### config.mk
export PLATFORM = sky130hd
export DESIGN_NAME = properties_line_parser
export DESIGN_NICKNAME = d
export VERILOG_FILES = /design/src/sv/plp_pkg.sv /design/src/sv/properties_line_parser.sv
export SDC_FILE = /design/constraint.sdc
export NUM_CORES = 1
export LEC_CHECK = 0
export ABC_AREA = 1
export BUFFER_PORTS_ARGS = -buffer_cell sky130_fd_sc_hd__buf_2
export CORE_ASPECT_RATIO = 1.25
export CORE_UTILIZATION = 60
export DETAILED_ROUTE_END_ITERATION = 10
export HOLD_SLACK_MARGIN = 0.06
export PLACE_DENSITY = 0.82
export SYNTH_ARGS = -nofsm -noshare
export SYNTH_HDL_FRONTEND = slang
export SYNTH_SLANG_ARGS = --single-unit
### constraint.sdc
create_clock -name clk -period 6.15 [get_ports clk]
set_input_delay 1.23 -clock clk [delete_from_list [all_inputs] [get_ports clk]]
set_output_delay 1.23 -clock clk [all_outputs]
set_load 0.01 [all_outputs]
### src/sv/plp_pkg.sv
// Package for the properties line parser.
// Holds the byte codes it recognizes, the result kind codes and the result record.
// No dependencies.
package plp_pkg;

  // Byte codes the parser reacts to.
  localparam logic [7:0] ChNewline   = 8'd10;
  localparam logic [7:0] ChSpace     = 8'd32;
  localparam logic [7:0] ChTab       = 8'd9;
  localparam logic [7:0] ChFormFeed  = 8'd12;
  localparam logic [7:0] ChCr        = 8'd13;
  localparam logic [7:0] ChHash      = 8'd35;
  localparam logic [7:0] ChBang      = 8'd33;
  localparam logic [7:0] ChBackslash = 8'd92;
  localparam logic [7:0] ChEquals    = 8'd61;
  localparam logic [7:0] ChColon     = 8'd58;
  localparam logic [7:0] ChLowerT    = 8'd116;
  localparam logic [7:0] ChLowerR    = 8'd114;
  localparam logic [7:0] ChLowerN    = 8'd110;
  localparam logic [7:0] ChLowerF    = 8'd102;

  // What a result item carries.
  typedef enum logic [1:0] {
    KIND_KEY      = 2'd0,
    KIND_VALUE    = 2'd1,
    KIND_END_KEY  = 2'd2,
    KIND_END_PAIR = 2'd3
  } kind_t;

  // One result item as held in the output queue.
  typedef struct packed {
    logic [7:0] data;
    kind_t      kind;
    logic       last;
  } res_t;

  // Whitespace skipped at line start and between key and value.
  function automatic logic is_ws(input logic [7:0] b);
    return (b == ChSpace) || (b == ChTab) || (b == ChFormFeed);
  endfunction

  // Key/value separator.
  function automatic logic is_sep(input logic [7:0] b);
    return (b == ChEquals) || (b == ChColon);
  endfunction

  // Decode the byte that follows a backslash.
  function automatic logic [7:0] decode_escaped(input logic [7:0] b);
    logic [7:0] r;
    r = b;
    if (b == ChLowerT) begin
      r = ChTab;
    end else if (b == ChLowerR) begin
      r = ChCr;
    end else if (b == ChLowerN) begin
      r = ChNewline;
    end else if (b == ChLowerF) begin
      r = ChFormFeed;
    end
    return r;
  endfunction

endpackage

### src/sv/properties_line_parser.sv
// Properties line parser: one text byte in, up to two tagged key/value items out.
// Results are registered in the result queue and leave it in arrival order.
// Throughput: one input item per cycle while the queue holds at most one entry;
// an item can cause two results, and a three-entry queue decouples the two sides.
// Reset: synchronous, active-low rst_n empties the queue and returns to line start.
// Depends on plp_pkg.
module properties_line_parser (
  input  logic                 clk,
  input  logic                 rst_n,
  input  logic                 in_tvalid,
  output logic                 in_tready,
  input  logic [7:0]           in_tdata,   // [7:0] data_byte
  input  logic                 in_tuser,   // [0] end_of_stream
  output logic                 out_tvalid,
  input  logic                 out_tready,
  output logic [7:0]           out_tdata,  // [7:0] out_byte
  output plp_pkg::kind_t       out_tuser,  // [1:0] out_kind
  output logic                 out_tlast   // last_of_run
);
  import plp_pkg::*;

  typedef enum logic [2:0] {
    PM_LINE_START = 3'd0,
    PM_COMMENT    = 3'd1,
    PM_KEY        = 3'd2,
    PM_PRE_VALUE  = 3'd3,
    PM_VALUE      = 3'd4,
    PM_JOIN       = 3'd5
  } mode_t;

  localparam int Depth = 3;

  mode_t      parse_mode_r, parse_mode_nxt;
  mode_t      resume_mode_r, resume_mode_nxt;
  logic       bp_r, bp_nxt;
  logic       sep_r, sep_nxt;

  res_t       q_r [Depth];
  res_t       q_nxt [Depth];
  logic [1:0] cnt_r, cnt_nxt;

  logic       in_fire, pop;
  logic [1:0] n_res;
  res_t       r0, r1;
  mode_t      eff_mode, close_mode;
  logic       do_close;
  logic [7:0] b;
  logic [1:0] base;
  logic [1:0] push_n;

  assign in_fire   = in_tvalid && in_tready;
  assign in_tready = (cnt_r <= 2'd1);
  assign pop       = out_tvalid && out_tready;
  assign b         = in_tdata;

  // Parse one item: next mode and up to two results.
  always_comb begin
    parse_mode_nxt  = parse_mode_r;
    resume_mode_nxt = resume_mode_r;
    bp_nxt          = bp_r;
    sep_nxt         = sep_r;
    n_res           = 2'd0;
    r0              = '{data: 8'd0, kind: KIND_KEY, last: 1'b0};
    r1              = '{data: 8'd0, kind: KIND_KEY, last: 1'b0};
    do_close        = 1'b0;
    close_mode      = parse_mode_r;
    eff_mode        = parse_mode_r;

    if (in_tuser) begin
      do_close   = 1'b1;
      close_mode = (parse_mode_r == PM_JOIN) ? resume_mode_r : parse_mode_r;
    end else if (bp_r) begin
      // Byte after an escaping backslash.
      bp_nxt = 1'b0;
      if (b == ChNewline) begin
        resume_mode_nxt = parse_mode_r;
        parse_mode_nxt  = PM_JOIN;
      end else if (parse_mode_r == PM_LINE_START || parse_mode_r == PM_KEY) begin
        n_res          = 2'd1;
        r0.data        = decode_escaped(b);
        r0.kind        = KIND_KEY;
        parse_mode_nxt = PM_KEY;
      end else begin
        n_res          = 2'd1;
        r0.data        = decode_escaped(b);
        r0.kind        = KIND_VALUE;
        parse_mode_nxt = PM_VALUE;
      end
    end else if (parse_mode_r == PM_JOIN && is_ws(b)) begin
      // Leading whitespace of a joined line is dropped.
    end else if (parse_mode_r == PM_JOIN && b == ChNewline) begin
      do_close   = 1'b1;
      close_mode = resume_mode_r;
    end else begin
      if (parse_mode_r == PM_JOIN) begin
        eff_mode = resume_mode_r;
      end
      parse_mode_nxt = eff_mode;
      unique case (eff_mode)
        PM_COMMENT: begin
          if (b == ChNewline) begin
            do_close   = 1'b1;
            close_mode = PM_COMMENT;
          end
        end
        PM_KEY: begin
          if (b == ChNewline) begin
            do_close   = 1'b1;
            close_mode = PM_KEY;
          end else if (b == ChBackslash) begin
            bp_nxt = 1'b1;
          end else if (is_sep(b) || is_ws(b)) begin
            n_res          = 2'd1;
            r0.kind        = KIND_END_KEY;
            sep_nxt        = is_sep(b);
            parse_mode_nxt = PM_PRE_VALUE;
          end else begin
            n_res   = 2'd1;
            r0.data = b;
            r0.kind = KIND_KEY;
          end
        end
        PM_PRE_VALUE: begin
          if (b == ChNewline) begin
            do_close   = 1'b1;
            close_mode = PM_PRE_VALUE;
          end else if (b == ChBackslash) begin
            bp_nxt = 1'b1;
          end else if (is_ws(b)) begin
            // Whitespace before the value is skipped.
          end else if (is_sep(b) && !sep_r) begin
            sep_nxt = 1'b1;
          end else begin
            n_res          = 2'd1;
            r0.data        = b;
            r0.kind        = KIND_VALUE;
            parse_mode_nxt = PM_VALUE;
          end
        end
        PM_VALUE: begin
          if (b == ChNewline) begin
            do_close   = 1'b1;
            close_mode = PM_VALUE;
          end else if (b == ChBackslash) begin
            bp_nxt = 1'b1;
          end else begin
            n_res   = 2'd1;
            r0.data = b;
            r0.kind = KIND_VALUE;
          end
        end
        default: begin
          // Line start.
          parse_mode_nxt = PM_LINE_START;
          if (is_ws(b) || b == ChNewline) begin
            sep_nxt = 1'b0;
          end else if (b == ChHash || b == ChBang) begin
            parse_mode_nxt = PM_COMMENT;
          end else if (b == ChBackslash) begin
            bp_nxt = 1'b1;
          end else if (is_sep(b)) begin
            n_res          = 2'd1;
            r0.kind        = KIND_END_KEY;
            sep_nxt        = 1'b1;
            parse_mode_nxt = PM_PRE_VALUE;
          end else begin
            n_res          = 2'd1;
            r0.data        = b;
            r0.kind        = KIND_KEY;
            parse_mode_nxt = PM_KEY;
          end
        end
      endcase
    end

    // Closing a logical line emits its trailing markers and resets the mode.
    if (do_close) begin
      if (close_mode == PM_KEY) begin
        n_res   = 2'd2;
        r0.kind = KIND_END_KEY;
        r1.kind = KIND_END_PAIR;
      end else if (close_mode == PM_PRE_VALUE || close_mode == PM_VALUE) begin
        n_res   = 2'd1;
        r0.kind = KIND_END_PAIR;
      end
      parse_mode_nxt  = PM_LINE_START;
      resume_mode_nxt = PM_LINE_START;
      sep_nxt         = 1'b0;
      bp_nxt          = 1'b0;
    end

    r0.last = (n_res == 2'd1);
    r1.last = 1'b1;
  end

  // Result queue: pop from the head, then append new items behind what is left.
  assign push_n = in_fire ? n_res : 2'd0;
  assign base   = cnt_r - {1'b0, pop};

  always_comb begin
    for (int i = 0; i < Depth; i++) begin
      q_nxt[i] = q_r[i];
    end
    if (pop) begin
      for (int i = 0; i < Depth - 1; i++) begin
        q_nxt[i] = q_r[i + 1];
      end
    end
    // Entries at or above base are free, so new results may land there.
    for (int i = 0; i < Depth; i++) begin
      if (3'(i) == {1'b0, base}) begin
        q_nxt[i] = r0;
      end else if (3'(i) == {1'b0, base} + 3'd1) begin
        q_nxt[i] = r1;
      end
    end
    cnt_nxt = base + push_n;
  end

  // Parser state and queue control.
  always_ff @(posedge clk) begin
    if (!rst_n) begin
      parse_mode_r  <= PM_LINE_START;
      resume_mode_r <= PM_LINE_START;
      bp_r          <= 1'b0;
      sep_r         <= 1'b0;
      cnt_r         <= 2'd0;
    end else begin
      if (in_fire) begin
        parse_mode_r  <= parse_mode_nxt;
        resume_mode_r <= resume_mode_nxt;
        bp_r          <= bp_nxt;
        sep_r         <= sep_nxt;
      end
      cnt_r <= cnt_nxt;
    end
  end

  // Queue payload.
  always_ff @(posedge clk) begin
    for (int i = 0; i < Depth; i++) begin
      q_r[i] <= q_nxt[i];
    end
  end

  assign out_tvalid = (cnt_r != 2'd0);
  assign out_tdata  = q_r[0].data;
  assign out_tuser  = q_r[0].kind;
  assign out_tlast  = q_r[0].last;

`ifndef SYNTHESIS
  // End of stream always leaves the parser at line start with no escape pending.
  a_eos_resets: assert property (@(posedge clk) disable iff (!rst_n)
    in_fire && in_tuser |=> parse_mode_r == PM_LINE_START && !bp_r)
    else $error("end of stream did not return the parser to line start");

  // An end-of-pair marker is always the last result of its item.
  a_end_pair_last: assert property (@(posedge clk) disable iff (!rst_n)
    out_tvalid && out_tuser == KIND_END_PAIR |-> out_tlast)
    else $error("end of pair without last flag");

  // An escape is only pending in a mode that can take an escaped byte.
  a_bp_mode: assert property (@(posedge clk) disable iff (!rst_n)
    bp_r |-> parse_mode_r != PM_COMMENT && parse_mode_r != PM_JOIN)
    else $error("escape pending in comment or join mode");
`endif

endmodule

# == Yosys cells after proc, flatten, opt, wreduce, memory -nomap -nowiden ==
# Memories as Yosys holds them, arrays and structs flattened.
# Index checks and enable logic that the tools add are counted.
# Widths: inputs -> output; s select.
# word_totals
mem_bits_rw,33
memories,1
regBits,10
output_inout_bits,13
input_bits,13
# memory_table
name,depth,word_bits,read_ports,rd_ports_with_merged_regs,wr,line_no,text
q_r,3,11,3,0,3,properties_line_parser.sv:38,res_t q_r [Depth];
# classes
reduce_logical,29
n_eq_ne,43
mux,126
order_cmp,1
addsub,3
# op_table
operator,count
$mux 10,16
$mux 3,31
$mux 11,6
$mux 8,6
$mux 1,44
$eq 8x6->1 const B,5
$eq 8x7->1 const B,5
$pmux 10 s4,1
$mux 2,16
$ne 3x3->1 const B,9
$eq 8x4->1 const B,3
$mux 22,1
$reduce_and 16->1,1
$eq 3x2->1 const B,5
$pmux 3 s4,1
$eq 3x3->1 const B,3
$pmux 3 s3,1
$logic_or 1x1->1,8
$reduce_and 4->1,2
$logic_not 3->1,2
$ne 2x1->1 const B,3
$pmux 1 s3,2
$reduce_bool 2->1,3
$logic_and 1x1->1,5
21 further kinds,23

# == Depth between registers and ports, before layout ==
# depth
word_depth,20
mapped_depth,22

# == Worst setup path before layout ==
# Ideal clock, no wire load.
# synth_timing
path_type,in2reg
startpoint,input port out_tready
endpoint,"memory q_r[0][11] in the netlist's numbering, enable pin"
slack_ns,2.443
path_stages,9
setup_ns,0.381
t_arrival_ns,3.326
t_required_ns,5.769
path_cell_list,inv_1 -> nor2_1 -> ha_1 -> xnor2_1 -> ha_1 -> clkbuf_1 -> inv_1 -> o21ai_0 -> o21bai_1
# synth_rtl
item,line_no,text
start: declaration,properties_line_parser.sv:15,"input logic out_tready,"
end: declaration,properties_line_parser.sv:38,

==> run summary <==
status - complete, no violations
FMAX - 273.7 MHz
Num Clock Sinks - 43
hold path depth - 2
core area - 0.004800 sq mm
largest net degree at the start of global routing - 18
synth top area cells - edfxtp_1, nand2_1, dfxtp_1, nor2_1, inv_1
Root Buffer - clkbuf_8
Placer Congestion - 0.9824
worst path cell trace - buf_2 -> inv_1 -> nor2_1 -> ha_1 -> xnor2_1 -> ha_1 -> inv_1 -> o21ai_0 -> buf_4 -> o21bai_1
DRT Pass-1 Iters - 5
CTS tree - done
endpoint class of the critical path - register
Flop pwr share - 41.4%
syn avg cell area - 7.358 sq um
vias post-DR - 2,713
CP Launch Type - input port
total internal power - 0.7737 mW
FF-to-FF setup slack - 2.97 ns
Post-Place Setup Slack - 2.192 ns
post-CTS setup buffers - 0
die area - 0.005343 sq mm
first-pass GRT wire length - 10,490 microns
Logic pwr share - 45.5%
Worst-path clk slew - 0.08 ns
sequential share of the synthesized area - 39.29%
critical path type - input port to register
Adder-Cell Fraction of Synth Area - 2.064%
largest family of logic cells by synthesized area - simple AND/OR/NAND/NOR gates
wirelength, routed - 6390 microns
H-tree levels - 2
Max-slew headroom - 34.93%
Worst Path Arrival - 3.56 ns
Simple-Gate Fraction of Synth Area - 35.33%
RR Startpoint - cnt_r[1]
post-synth top area share - 32.69%
Slew Limit Fails - 0
slowest stage delay, CP - 0.46 ns
dpl cells - 482
row count - 28
Net Sw Frac - 41.60%
nets@finish - 447
DRC - 0
final setup margin - 2.496 ns
Hold-fix buffers, CTS - 0
r2r endpoint - q_r[0][14]
min-delay worst type - register to register
cell count after synthesis - 412
# Max-Cap Violations - 0
P per Cell Area - 410.9 mW/mm^2
Compound-Gate Fraction of Synth Area - 12.84%
WP buf/inv - 4
Core Util, Final - 67.18%
Initial DRC Count - 190
Syn Nets - 430
wire per inst - 13.04 microns
worst reg-to-reg path cell count - 9
post-synthesis xor/xnor area fraction - 0.2889%
RSZ-0062 raised after global routing - no
Leak - 1.439 nW
most frequent cells in the layout - nand2_1, nor2_1, inv_1
vias in the first global route - 2,424
final count of hold timing violations - 0
Clock Tree Buf Depth - 2
port bufs - 25
YS warnings - 0
Area growth syn-to-layout - 6.356%
final setup fails - 0
die height - 81.48 microns
setup_tns - 0 ns
Final ANT Viol Nets - 0
vias per cell - 5.537
CP top delay family - buffers and inverters
die width - 65.58 microns
Slowest-stage cell, CP - o21bai_1
Seq cells post-synth - 43
later-pin clock latency in the skew report - 0.29 ns
mux contribution to synthesized area - 0%
commonest non-fill, non-tap cell in the layout - nand2_1
Critical Path Stages - 10
initial antenna violation count - 0
Tmin final - 3.654 ns
grt total ovfl - 0
initial core utilization - 63.16%
cell area after synthesis - 0.003032 sq mm
Max VDD drop - 0.2135 mV
worst-margin pin slew - 0.9740 ns
hold endpoint - sep_r
post_cts resized - 0
Hold WS - 0.4927 ns
cell taking the most area after synthesis - edfxtp_1
detailed placement HPWL - 5062 microns
share of cells above drive strength 1 - 17.21%
hold path start - sep_r
Net Sw Power - 0.5511 mW
non-filler cells, final - 490
clock skew - 0.01466 ns
Top-Level Pins - 26
clock power share - 13.1%
Tot GR Track Use - 25.88%
CP Max Fanout - 17
number of buffers created by CTS - 5
final period utilization - 59.42%
Cell variety after synth - 41
WP data required - 6.06 ns
ANT cells - 0
## worst min-delay path, delay by kind of cell (launching register included)
| kind | cells | cell delay (ns) |
|---|---|---|
| simple gates | 2 | 0.14 |
| flops | 1 | 0.31 |
## area by class of cell
cell class / instances / area (sq um)
timing repair buffer: 26 / 132.6
clock inverter: 2 / 12.51
tap: 60 / 75.07
clock buffer: 6 / 72.57
multi-input combinational: 299 / 1531
inverter: 54 / 209.0
sequential: 43 / 1191
fill: 411 / 1575
## kinds of logic after synthesis
group	count (synthesis)
simple gates	229
buf+inv	70
compound gates	64
flops	43
fa+ha+maj	5
xor+xnor	1
## registers in the layout, indices dropped and copies added (netlist names)
name,count
cnt_r,2
resume_mode_r,3
sep_r,1
parse_mode_r,3
bp_r,1
q_r,33
## synthesized netlist by cell type (all sizes together)
cell    count
a21oi      21
a22oi       2
o31ai       1
dfxtp      10
nand3      39
or2         1
edfxtp     33
a31oi       2
xnor2       1
a211oi      1
nor2       60
nand2     112
buf        12
nor3        7
o211ai      2
o21ai      32
clkinv      2
nor3b       1
o21bai      2
inv        52
nand3b      1
nand4       7
and2        1
a41oi       1
clkbuf      4
ha          5
## worst max-delay path by stage
stage               start    endpoint
2_1_floorplan  out_tready  q_r[0][11]
3_3_place_gp   out_tready  q_r[0][15]
3_5_place_dp   out_tready  q_r[0][16]
4_1_cts        out_tready  q_r[0][14]
5_1_grt        out_tready  q_r[0][14]
6_report       out_tready  q_r[0][14]
## stage by stage
step / power [mW] / area (sq um)
6_report: 1.325 / 3224
5_1_grt: 1.430 / 3224
4_1_cts: 1.326 / 3224
3_5_place_dp: 1.156 / 3139
3_3_place_gp: 1.132 / 3139
2_1_floorplan: 1.035 / 3032
## power by group through the flow
stage	sequential (mW)	clock, mW	combinational [mW]
5_1_grt	0.566	0.183	0.681
4_1_cts	0.551	0.175	0.601
3_5_place_dp	0.557	0	0.599
2_1_floorplan	0.549	0	0.486
6_report	0.549	0.173	0.602
3_3_place_gp	0.553	0	0.579
## per-layer routing
| layer | routed length, microns | vias to the layer above | part of all wire (%) | global-route usage (%) |
|---|---|---|---|---|
| met5 | 0 | - | 0 | 0 |
| met2 | 3447 | 81 | 54 | 49.18 |
| met1 | 2592 | 1243 | 41 | 29.47 |
| li1 | - | 1381 | - | - |
| met3 | 259 | 8 | 4.1 | 3.194 |
| met4 | 91 | 0 | 1.4 | 8.913 |
(Power assumes the default switching activity.)
